[src/rtl/bars_pkg.sv]
// Package for the button auto-repeat scale adjuster.
// Holds item structs, register codes, reset defaults and shared config types.
// No dependencies.
package bars_pkg;

  // Default widths of the scales and of the tick timers
  localparam int unsigned ScaleBitsDef = 16;
  localparam int unsigned TimerBitsDef = 16;

  // Register reset values
  localparam logic [15:0] StepSizeRst       = 16'd10;
  localparam logic [9:0]  TickTimeRst       = 10'd10;
  localparam logic [14:0] HoldWaitRst       = 15'd500;
  localparam logic [14:0] RepeatIntervalRst = 15'd100;
  localparam logic        TankModeRst       = 1'b0;
  localparam logic [15:0] LeftStartRst      = 16'd0;
  localparam logic [15:0] RightStartRst     = 16'd0;

  localparam int unsigned CfgIdxBits  = 3;
  localparam int unsigned CfgDataBits = 16;
  localparam int unsigned NumButtons  = 4;

  typedef enum logic [CfgIdxBits-1:0] {
    CFG_STEP_SIZE       = 3'd0,
    CFG_TICK_TIME       = 3'd1,
    CFG_HOLD_WAIT       = 3'd2,
    CFG_REPEAT_INTERVAL = 3'd3,
    CFG_TANK_MODE       = 3'd4,
    CFG_LEFT_START      = 3'd5,
    CFG_RIGHT_START     = 3'd6
  } cfg_idx_e;

  // Input item: one tick with four button levels
  typedef struct packed {
    logic left_up_btn;
    logic left_down_btn;
    logic right_up_btn;
    logic right_down_btn;
  } in_item_t;

  // Result item: both scales and the release save pulses
  typedef struct packed {
    logic [15:0] left_scale;
    logic [15:0] right_scale;
    logic        save_left;
    logic        save_right;
  } out_item_t;

  // Timing and step settings shared by every button
  typedef struct packed {
    logic [15:0] step_size;
    logic [9:0]  tick_time;
    logic [14:0] hold_wait;
    logic [14:0] repeat_interval;
  } timing_cfg_t;

  // Per-button control flags
  typedef struct packed {
    logic held_lock;
    logic save_pending;
  } btn_flags_t;

endpackage

[src/rtl/bars_btn.sv]
// One button of the auto-repeat chain: press step, hold repeat, release save.
// Pure combinational next-state logic; depends on bars_pkg.
module bars_btn #(
  parameter int unsigned SCALE_BITS = bars_pkg::ScaleBitsDef,
  parameter int unsigned TIMER_BITS = bars_pkg::TimerBitsDef
) (
  input  logic                    level_i,
  input  logic                    up_i,
  input  bars_pkg::timing_cfg_t   cfg_i,
  input  logic [SCALE_BITS-1:0]   scale_i,
  input  bars_pkg::btn_flags_t    flags_i,
  input  logic [TIMER_BITS-1:0]   hold_i,
  input  logic [TIMER_BITS-1:0]   rel_i,
  input  logic [TIMER_BITS-1:0]   racc_i,
  output logic [SCALE_BITS-1:0]   scale_o,
  output bars_pkg::btn_flags_t    flags_o,
  output logic [TIMER_BITS-1:0]   hold_o,
  output logic [TIMER_BITS-1:0]   rel_o,
  output logic [TIMER_BITS-1:0]   racc_o,
  output logic                    save_o
);
  import bars_pkg::*;

  // Working widths for the saturating sums and compares
  localparam int unsigned TW = ((TIMER_BITS > 10) ? TIMER_BITS : 10) + 1;
  localparam int unsigned CW = ((TIMER_BITS + 1 > 15) ? TIMER_BITS + 1 : 15) + 1;
  localparam int unsigned SW = ((SCALE_BITS > 16) ? SCALE_BITS : 16) + 1;
  localparam logic [TIMER_BITS-1:0] TimerMax = {TIMER_BITS{1'b1}};
  localparam logic [SCALE_BITS-1:0] ScaleMax = {SCALE_BITS{1'b1}};

  // Add one tick to a timer, saturating at its maximum
  function automatic logic [TIMER_BITS-1:0] timer_add(input logic [TIMER_BITS-1:0] t,
                                                      input logic [9:0] tick);
    logic [TW-1:0] sum;
    sum = TW'(t) + TW'(tick);
    return (sum > TW'(TimerMax)) ? TimerMax : TIMER_BITS'(sum);
  endfunction

  // Apply one step up (saturate) or down (floor at zero)
  function automatic logic [SCALE_BITS-1:0] apply_step(input logic [SCALE_BITS-1:0] v,
                                                       input logic [15:0] step,
                                                       input logic up);
    logic [SW-1:0] sum;
    logic [SW-1:0] res;
    sum = SW'(v) + SW'(step);
    res = SW'(v) - SW'(step);
    if (up) begin
      return (sum > SW'(ScaleMax)) ? ScaleMax : SCALE_BITS'(sum);
    end
    return (SW'(v) > SW'(step)) ? SCALE_BITS'(res) : '0;
  endfunction

  logic [TIMER_BITS-1:0] hold_inc;
  logic [TIMER_BITS-1:0] racc_inc;
  logic [TIMER_BITS-1:0] rel_inc;
  logic [SCALE_BITS-1:0] stepped;

  assign hold_inc = timer_add(hold_i, cfg_i.tick_time);
  assign racc_inc = timer_add(racc_i, cfg_i.tick_time);
  assign rel_inc  = timer_add(rel_i, cfg_i.tick_time);
  assign stepped  = apply_step(scale_i, cfg_i.step_size, up_i);

  // Press, hold and release handling
  always_comb begin
    scale_o = scale_i;
    flags_o = flags_i;
    hold_o  = hold_i;
    rel_o   = rel_i;
    racc_o  = racc_i;
    save_o  = 1'b0;
    if (level_i && !flags_i.held_lock) begin
      scale_o              = stepped;
      flags_o.held_lock    = 1'b1;
      flags_o.save_pending = 1'b1;
    end else if (level_i) begin
      hold_o = hold_inc;
      if (CW'(hold_inc) > CW'(cfg_i.hold_wait)) begin
        racc_o = racc_inc;
        if (CW'(racc_inc) > CW'(cfg_i.repeat_interval)) begin
          scale_o = stepped;
          racc_o  = '0;
        end
      end
    end else begin
      flags_o.held_lock = 1'b0;
      hold_o            = '0;
      if (flags_i.save_pending) begin
        rel_o = rel_inc;
        if (CW'({rel_inc, 1'b0}) > CW'(cfg_i.hold_wait)) begin
          rel_o                = '0;
          flags_o.save_pending = 1'b0;
          save_o               = 1'b1;
        end
      end
    end
  end

endmodule

[src/rtl/button_autorepeat_scale_adjust.sv]
// Top level of the button auto-repeat scale adjuster; holds registers and state.
// Depends on bars_pkg and bars_btn.
//
// Each input item is one control tick with four button levels. The block takes
// one item every clock cycle while the result is not stalled. The input register
// takes the item when it is accepted; the four-button chain then resolves into
// the result register, which also updates the per-button state. A stalled result
// holds both stages, and the input stage frees as soon as the result is taken.
// Write configuration only while the block is idle; writing left_start or
// right_start also loads that scale. Scales are unsigned hundredths; outputs show
// their low 16 bits.
module button_autorepeat_scale_adjust #(
  parameter int unsigned SCALE_BITS = bars_pkg::ScaleBitsDef,
  parameter int unsigned TIMER_BITS = bars_pkg::TimerBitsDef
) (
  input  logic                               clk_i,
  input  logic                               rst_ni,
  input  logic                               cfg_we_i,
  input  logic [bars_pkg::CfgIdxBits-1:0]    cfg_idx_i,
  input  logic [bars_pkg::CfgDataBits-1:0]   cfg_wdata_i,
  input  logic                               in_valid_i,
  output logic                               in_stall_o,
  input  bars_pkg::in_item_t                 in_item_i,
  output logic                               out_valid_o,
  input  logic                               out_stall_i,
  output bars_pkg::out_item_t                out_item_o
);
  import bars_pkg::*;

  localparam int unsigned OW = (SCALE_BITS > 16) ? SCALE_BITS : 16;
  localparam int unsigned NB = NumButtons;

  // Configuration registers
  timing_cfg_t cfg_q;
  logic        tank_q;

  // Pipeline registers
  logic      s1_valid_q, s1_valid_d;
  in_item_t  s1_q;
  logic      res_valid_q, res_valid_d;
  out_item_t res_q, res_d;

  // Scale and button state
  logic [SCALE_BITS-1:0] left_q, left_d;
  logic [SCALE_BITS-1:0] right_q, right_d;
  btn_flags_t            flags_q [NB];
  btn_flags_t            flags_d [NB];
  logic [TIMER_BITS-1:0] hold_q  [NB];
  logic [TIMER_BITS-1:0] hold_d  [NB];
  logic [TIMER_BITS-1:0] rel_q   [NB];
  logic [TIMER_BITS-1:0] rel_d   [NB];
  logic [TIMER_BITS-1:0] racc_q  [NB];
  logic [TIMER_BITS-1:0] racc_d  [NB];

  // Chain wiring
  logic                  level [NB];
  logic [SCALE_BITS-1:0] sc_in  [NB];
  logic [SCALE_BITS-1:0] sc_out [NB];
  btn_flags_t            fl_out [NB];
  logic [TIMER_BITS-1:0] hd_out [NB];
  logic [TIMER_BITS-1:0] rl_out [NB];
  logic [TIMER_BITS-1:0] ra_out [NB];
  logic                  sv_out [NB];

  logic          advance;
  logic          in_acc;
  logic          fire;
  logic [OW-1:0] left_ext;
  logic [OW-1:0] right_ext;

  // Handshake: the result side frees the pipeline
  assign advance    = !res_valid_q || !out_stall_i;
  assign in_stall_o = s1_valid_q && !advance;
  assign in_acc     = in_valid_i && !in_stall_o;
  assign fire       = s1_valid_q && advance;
  assign s1_valid_d = in_acc || (s1_valid_q && !advance);
  assign res_valid_d = advance ? s1_valid_q : res_valid_q;

  // Button chain: left up, left down, right up, right down
  assign level[0] = s1_q.left_up_btn;
  assign level[1] = s1_q.left_down_btn;
  assign level[2] = s1_q.right_up_btn;
  assign level[3] = s1_q.right_down_btn;
  assign sc_in[0] = left_q;
  assign sc_in[1] = sc_out[0];
  assign sc_in[2] = right_q;
  assign sc_in[3] = sc_out[2];

  for (genvar b = 0; b < NB; b++) begin : g_btn
    bars_btn #(
      .SCALE_BITS(SCALE_BITS),
      .TIMER_BITS(TIMER_BITS)
    ) u_btn (
      .level_i (level[b]),
      .up_i    ((b % 2) == 0),
      .cfg_i   (cfg_q),
      .scale_i (sc_in[b]),
      .flags_i (flags_q[b]),
      .hold_i  (hold_q[b]),
      .rel_i   (rel_q[b]),
      .racc_i  (racc_q[b]),
      .scale_o (sc_out[b]),
      .flags_o (fl_out[b]),
      .hold_o  (hd_out[b]),
      .rel_o   (rl_out[b]),
      .racc_o  (ra_out[b]),
      .save_o  (sv_out[b])
    );

    // Freeze the right pair in tank mode
    if (b < 2) begin : g_left
      assign flags_d[b] = fl_out[b];
      assign hold_d[b]  = hd_out[b];
      assign rel_d[b]   = rl_out[b];
      assign racc_d[b]  = ra_out[b];
    end else begin : g_right
      assign flags_d[b] = tank_q ? flags_q[b] : fl_out[b];
      assign hold_d[b]  = tank_q ? hold_q[b]  : hd_out[b];
      assign rel_d[b]   = tank_q ? rel_q[b]   : rl_out[b];
      assign racc_d[b]  = tank_q ? racc_q[b]  : ra_out[b];
    end
  end

  // Build the result item
  assign left_d    = sc_out[1];
  assign right_d   = tank_q ? right_q : sc_out[3];
  assign left_ext  = OW'(left_d);
  assign right_ext = OW'(right_d);

  always_comb begin
    res_d             = res_q;
    res_d.left_scale  = left_ext[15:0];
    res_d.right_scale = right_ext[15:0];
    res_d.save_left   = sv_out[0] || sv_out[1];
    res_d.save_right  = !tank_q && (sv_out[2] || sv_out[3]);
  end

  // Configuration registers
  always_ff @(posedge clk_i or negedge rst_ni) begin
    if (!rst_ni) begin
      cfg_q.step_size       <= StepSizeRst;
      cfg_q.tick_time       <= TickTimeRst;
      cfg_q.hold_wait       <= HoldWaitRst;
      cfg_q.repeat_interval <= RepeatIntervalRst;
      tank_q                <= TankModeRst;
    end else if (cfg_we_i) begin
      unique case (cfg_idx_e'(cfg_idx_i))
        CFG_STEP_SIZE:       cfg_q.step_size       <= cfg_wdata_i;
        CFG_TICK_TIME:       cfg_q.tick_time       <= cfg_wdata_i[9:0];
        CFG_HOLD_WAIT:       cfg_q.hold_wait       <= cfg_wdata_i[14:0];
        CFG_REPEAT_INTERVAL: cfg_q.repeat_interval <= cfg_wdata_i[14:0];
        CFG_TANK_MODE:       tank_q                <= cfg_wdata_i[0];
        default: ;
      endcase
    end
  end

  // Scales: preset on start writes, else advance on each processed item
  always_ff @(posedge clk_i or negedge rst_ni) begin
    if (!rst_ni) begin
      left_q  <= SCALE_BITS'(LeftStartRst);
      right_q <= SCALE_BITS'(RightStartRst);
    end else if (cfg_we_i && (cfg_idx_e'(cfg_idx_i) == CFG_LEFT_START)) begin
      left_q <= SCALE_BITS'(cfg_wdata_i);
    end else if (cfg_we_i && (cfg_idx_e'(cfg_idx_i) == CFG_RIGHT_START)) begin
      right_q <= SCALE_BITS'(cfg_wdata_i);
    end else if (fire) begin
      left_q  <= left_d;
      right_q <= right_d;
    end
  end

  // Per-button state
  always_ff @(posedge clk_i or negedge rst_ni) begin
    if (!rst_ni) begin
      for (int i = 0; i < NB; i++) begin
        flags_q[i] <= '0;
        hold_q[i]  <= '0;
        rel_q[i]   <= '0;
        racc_q[i]  <= TIMER_BITS'(RepeatIntervalRst);
      end
    end else if (fire) begin
      for (int i = 0; i < NB; i++) begin
        flags_q[i] <= flags_d[i];
        hold_q[i]  <= hold_d[i];
        rel_q[i]   <= rel_d[i];
        racc_q[i]  <= racc_d[i];
      end
    end
  end

  // Pipeline valid bits
  always_ff @(posedge clk_i or negedge rst_ni) begin
    if (!rst_ni) begin
      s1_valid_q  <= 1'b0;
      res_valid_q <= 1'b0;
    end else begin
      s1_valid_q  <= s1_valid_d;
      res_valid_q <= res_valid_d;
    end
  end

  // Pipeline payload
  always_ff @(posedge clk_i) begin
    if (in_acc) begin
      s1_q <= in_item_i;
    end
    if (fire) begin
      res_q <= res_d;
    end
  end

  assign out_valid_o = res_valid_q;
  assign out_item_o  = res_q;

`ifndef SYNTH
  // The input stage only pushes back while it holds an item
  a_stall_needs_item: assert property (@(posedge clk_i) disable iff (!rst_ni)
    in_stall_o |-> s1_valid_q)
    else $error("input stalled with an empty input stage");

  // No right save in tank mode
  a_tank_no_save: assert property (@(posedge clk_i) disable iff (!rst_ni)
    (fire && tank_q) |=> !res_q.save_right)
    else $error("right save fired in tank mode");

  // A pressed left up button is locked after its item
  a_press_locks: assert property (@(posedge clk_i) disable iff (!rst_ni)
    (fire && s1_q.left_up_btn) |=> flags_q[0].held_lock)
    else $error("left up press did not set its hold lock");

  // Both left buttons held means no left release save
  a_held_no_save: assert property (@(posedge clk_i) disable iff (!rst_ni)
    (fire && s1_q.left_up_btn && s1_q.left_down_btn) |=> !res_q.save_left)
    else $error("left save fired while both left buttons held");

  // A processed item always produces a valid result
  a_fire_result: assert property (@(posedge clk_i) disable iff (!rst_ni)
    fire |=> out_valid_o)
    else $error("processed item gave no result");
`endif

endmodule
[config.mk]
export PLATFORM = sky130hd
export DESIGN_NAME = button_autorepeat_scale_adjust
export DESIGN_NICKNAME = d
export VERILOG_FILES = /design/src/rtl/bars_pkg.sv /design/src/rtl/bars_btn.sv /design/src/rtl/button_autorepeat_scale_adjust.sv
export SDC_FILE = /design/constraint.sdc
export NUM_CORES = 1
export LEC_CHECK = 0
export ABC_CLOCK_PERIOD_IN_PS = 10720
export BUFFER_PORTS_ARGS = -buffer_cell sky130_fd_sc_hd__buf_2
export CAP_MARGIN = 25
export CORE_UTILIZATION = 45
export DETAILED_ROUTE_END_ITERATION = 8
export SYNTH_ARGS = -nofsm -noshare
export SYNTH_HDL_FRONTEND = slang
export SYNTH_SLANG_ARGS = --single-unit
export TNS_END_PERCENT = 5
[constraint.sdc]
create_clock -name clk_i -period 10.72 [get_ports clk_i]
set_input_delay 3.216 -clock clk_i [delete_from_list [all_inputs] [get_ports clk_i]]
set_output_delay 3.216 -clock clk_i [all_outputs]
set_load 0.02 [all_outputs]
==> qor.csv <==
metric,value,unit
status,finished clean,
shortest period the worst path allows,9.503,ns
Max Slew Vio Count,0,
CP max stage delay,1.08,ns
cts repair resizes,0,
sequential area share after synthesis,0.3012,
Ys Warns,0,
worst-skew pair later-pin latency,0.61,ns
Mapped Area,28070,um^2
TritonCTS clock tree,done,
GRT Max-Usage Layer,met2,
die width,251.8,um
Slew Limit Headroom,0.2975,
die area,63390,um^2
leakage power total,14.71,nW
vias per cell,6.064,
drt pass-1 iters,7,
total power,9.196,mW
All-Layer GR Usage,0.2855,
Synth Register Bits,329,
power per cell area,295.4,nW/um^2
share of cells above drive strength 1,0.09175,
Core ar.,61710,um^2
Final Skew,0.02665,ns
slowest stage cell on the critical path,dfstp_2,
RSZ-0062 raised after global routing,no,
part of the power in registers,0.209,
CTS Root Cell,clkbuf_16,
Setup-failing EPs final,0,
async set or reset register ratio after synthesis,0.8845,
Initial Util,0.4549,
Synth Instances,3230,
CTS Buf Count,44,
Wirelength per Cell,21.74,um
GR Layer Usage met3,0.03281,
R2R Path Start,cfg_q[31],
Register-to-Register Path Depth,29,
beginning of the critical path,cfg_q[31],
startpoint types,register,
number of H-tree levels,2,
hold crit path type,reg -> reg,
Combinational Power Share,0.623,
DRT Wirelength,90.95,mm
Pint,4.887,mW
Slew @ Worst Pin,1.054,ns
Clock power frac,0.169,
vias,25370,
Placer Congestion,0.9553,
Most used DFF post-synth,dfrtp_1,
cell mode on critical path,a21oi_1,
GRT overflow,0,
max_cap viols,0,
crit path to,out_item_o[7],
CP Max Fanout,21,
Setup crit end kind,register,
arrival time worst endpoint,9.95,ns
largest net degree at the start of global routing,91,
Fin Setup TNS,0,ns
Syn Nets,3634,
switching part of the total,0.4686,
CP bufs+invs,3,
post-DP HPWL,66.12,mm
Post-synth EDFFs,38,
initial antenna violation count,1,
FF-to-FF End,out_item_o[7],
GR Util met1,0.3580,
Final Cycle Share,0.8865,
post-route ant nets,0,
kind of cell adding the most delay to the critical path,compound AO/OA/AOI/OAI gates,
Chip Height,251.8,um
fill cell count,5847,
count of distinct cell types in the synthesized netlist,88,
Worst Path Required,11.17,ns
DR iter-0 viols,1759,
post-CTS setup buffer count,0,
Nets,3715,
layout overhead on the synthesized area,10.91,%
hold buffers post-CTS,0,
type of the worst setup path,reg -> reg,
I/O Buffers,63,
VDD IR-drop max,0.2196,mV
Final Hold Fails,0,
Max Clk Rate,0.1052,GHz
first-pass GRT wire length,141.1,mm
clk slew on worst S/H paths,0.06,ns
reg2reg setup slack,1.22,ns
sw power,4.309,mW
number of global-route vias before repair,25180,
Top Ports,64,
# DRC,0,
mean post-synth cell area,8.691,um^2
met2 Use GR,0.4818,
clk sink count,329,
Longest Clk Path Bufs,3,
WP depth,29,
Rows,91,
==> cells in the mapped netlist, types with 16 or more instances <==
cell type | n | area share
ha_1 | 360 | 0.16
nand2_1 | 348 | 0.047
dfrtp_1 | 266 | 0.24
nor2_1 | 227 | 0.030
o21ai_0 | 227 | 0.040
a21oi_1 | 198 | 0.035
inv_1 | 175 | 0.023
a21o_1 | 96 | 0.026
nand3_1 | 88 | 0.016
xnor2_1 | 88 | 0.027
a22o_1 | 80 | 0.025
o31ai_1 | 76 | 0.020
clkbuf_1 | 75 | 0.010
xor2_1 | 63 | 0.020
nor3_1 | 50 | 0.0089
o21a_1 | 50 | 0.013
nor2b_1 | 47 | 0.010
a211oi_1 | 44 | 0.012
and3_1 | 42 | 0.0094
mux2_2 | 41 | 0.016
edfxtp_1 | 38 | 0.041
nand2b_1 | 36 | 0.0080
nand4_1 | 36 | 0.0080
and2_1 | 33 | 0.0074
a31oi_1 | 29 | 0.0065
o211ai_1 | 27 | 0.0072
o21bai_1 | 26 | 0.0070
or2_2 | 26 | 0.0058
dfstp_2 | 25 | 0.023
mux2i_1 | 25 | 0.0089
o22ai_1 | 24 | 0.0053
a211o_1 | 23 | 0.0072
o31a_1 | 23 | 0.0072
nor4_1 | 19 | 0.0042
fa_1 | 16 | 0.011
==> cell families after synthesis <==
kind of cell | count (synthesis) | share of synthesized area
AO/OA/AOI/OAI | 1041 | 0.2496
AND/OR/NAND/NOR | 1007 | 0.1696
adder cells (fa/ha/maj) | 376 | 0.1719
flip-flops | 329 | 0.3012
buffers and inverters | 260 | 0.03530
XOR/XNOR | 151 | 0.04711
multiplexers | 66 | 0.02536
==> through the flow <==
stage          hold WS, ns  std cells  utilization  cell area (um^2)  setup slack (ns)
2_1_floorplan       0.4428       3230            -             28070             3.345
4_1_cts             0.4757       4179       0.5035             31070             1.429
5_1_grt             0.4996       4183       0.5045             31130            0.6631
6_report            0.4712       4184       0.5045             31130             1.217
3_3_place_gp        0.4581       4094       0.4785             29530             1.723
3_5_place_dp        0.4676       4098       0.4790             29560             1.493
==> cell usage in the layout (no fill, tap or decap), drive strengths merged, types with 76 or more instances in the layout <==
cell type and n:
o31ai 76, a22o 80, a21o 96, inv 178, xnor2 88, a21oi 198
ha 360, nor2 228, nand2 349, buf 119, nand3 88, o21ai 235
dfrtp 266
==> cell type report <==
type                            instances  area (um^2)  area share
Sequential cell                       329         8454      0.2715
Inverter                              176        660.6     0.02122
Timing Repair Buffer                  119        778.2     0.02500
Clock buffer                           61         1276     0.04099
Clock inverter                         20        235.2    0.007555
Antenna cell                            1        2.502  0.00008037
Multi-Input combinational cell       2641        18680      0.6000
Tap cell                              837         1047     0.03364
==> layer usage <==
layer / up-vias / share of wire / routed length (um)
li1: 12160 / - / -
met1: 12290 / 0.43 / 39170
met2: 696 / 0.47 / 42550
met3: 229 / 0.045 / 4136
met4: 0 / 0.056 / 5099
met5: - / 0 / 0
==> registers in the layout (all words and copies together) (netlist names) <==
name and count:
s1_valid_q 1, racc_q 64, tank_q 1, cfg_q 56, flags_q 8, right_q 16
hold_q 64, left_q 16, out_item_o 34, rel_q 64, out_valid_o 1, level 4
==> worst reg2reg max path, delay by kind of cell, from the launching register on <==
kind / cells / cell delay, ns
AND/OR/NAND/NOR: 8 / 1.49
multiplexers: 1 / 0.28
AO/OA/AOI/OAI: 14 / 4.45
flip-flops: 1 / 1.08
buffers and inverters: 3 / 0.97
adder cells (fa/ha/maj): 3 / 1.10
==> worst min-delay path by stage <==
| stage | startpoint | to | cells after the start |
|---|---|---|---|
| after floorplan | hold_q[32] | hold_q[32] | 2 |
| after global placement | hold_q[32] | hold_q[32] | 2 |
| after detailed placement | racc_q[38] | racc_q[38] | 2 |
| after CTS | racc_q[38] | racc_q[38] | 2 |
| after global routing | racc_q[37] | racc_q[37] | 2 |
| final | racc_q[38] | racc_q[38] | 2 |
==> power groups by stage <==
stage          Clock [mW]  Sequential (mW)  Combinational (mW)
5_1_grt              1.63             1.96                6.39
4_1_cts              1.58             1.92                5.68
3_3_place_gp            0             1.93                5.52
6_report             1.55             1.92                5.72
3_5_place_dp            0             1.93                5.64
2_1_floorplan           0             1.90                4.18
Power figures use the tool's default switching activity.
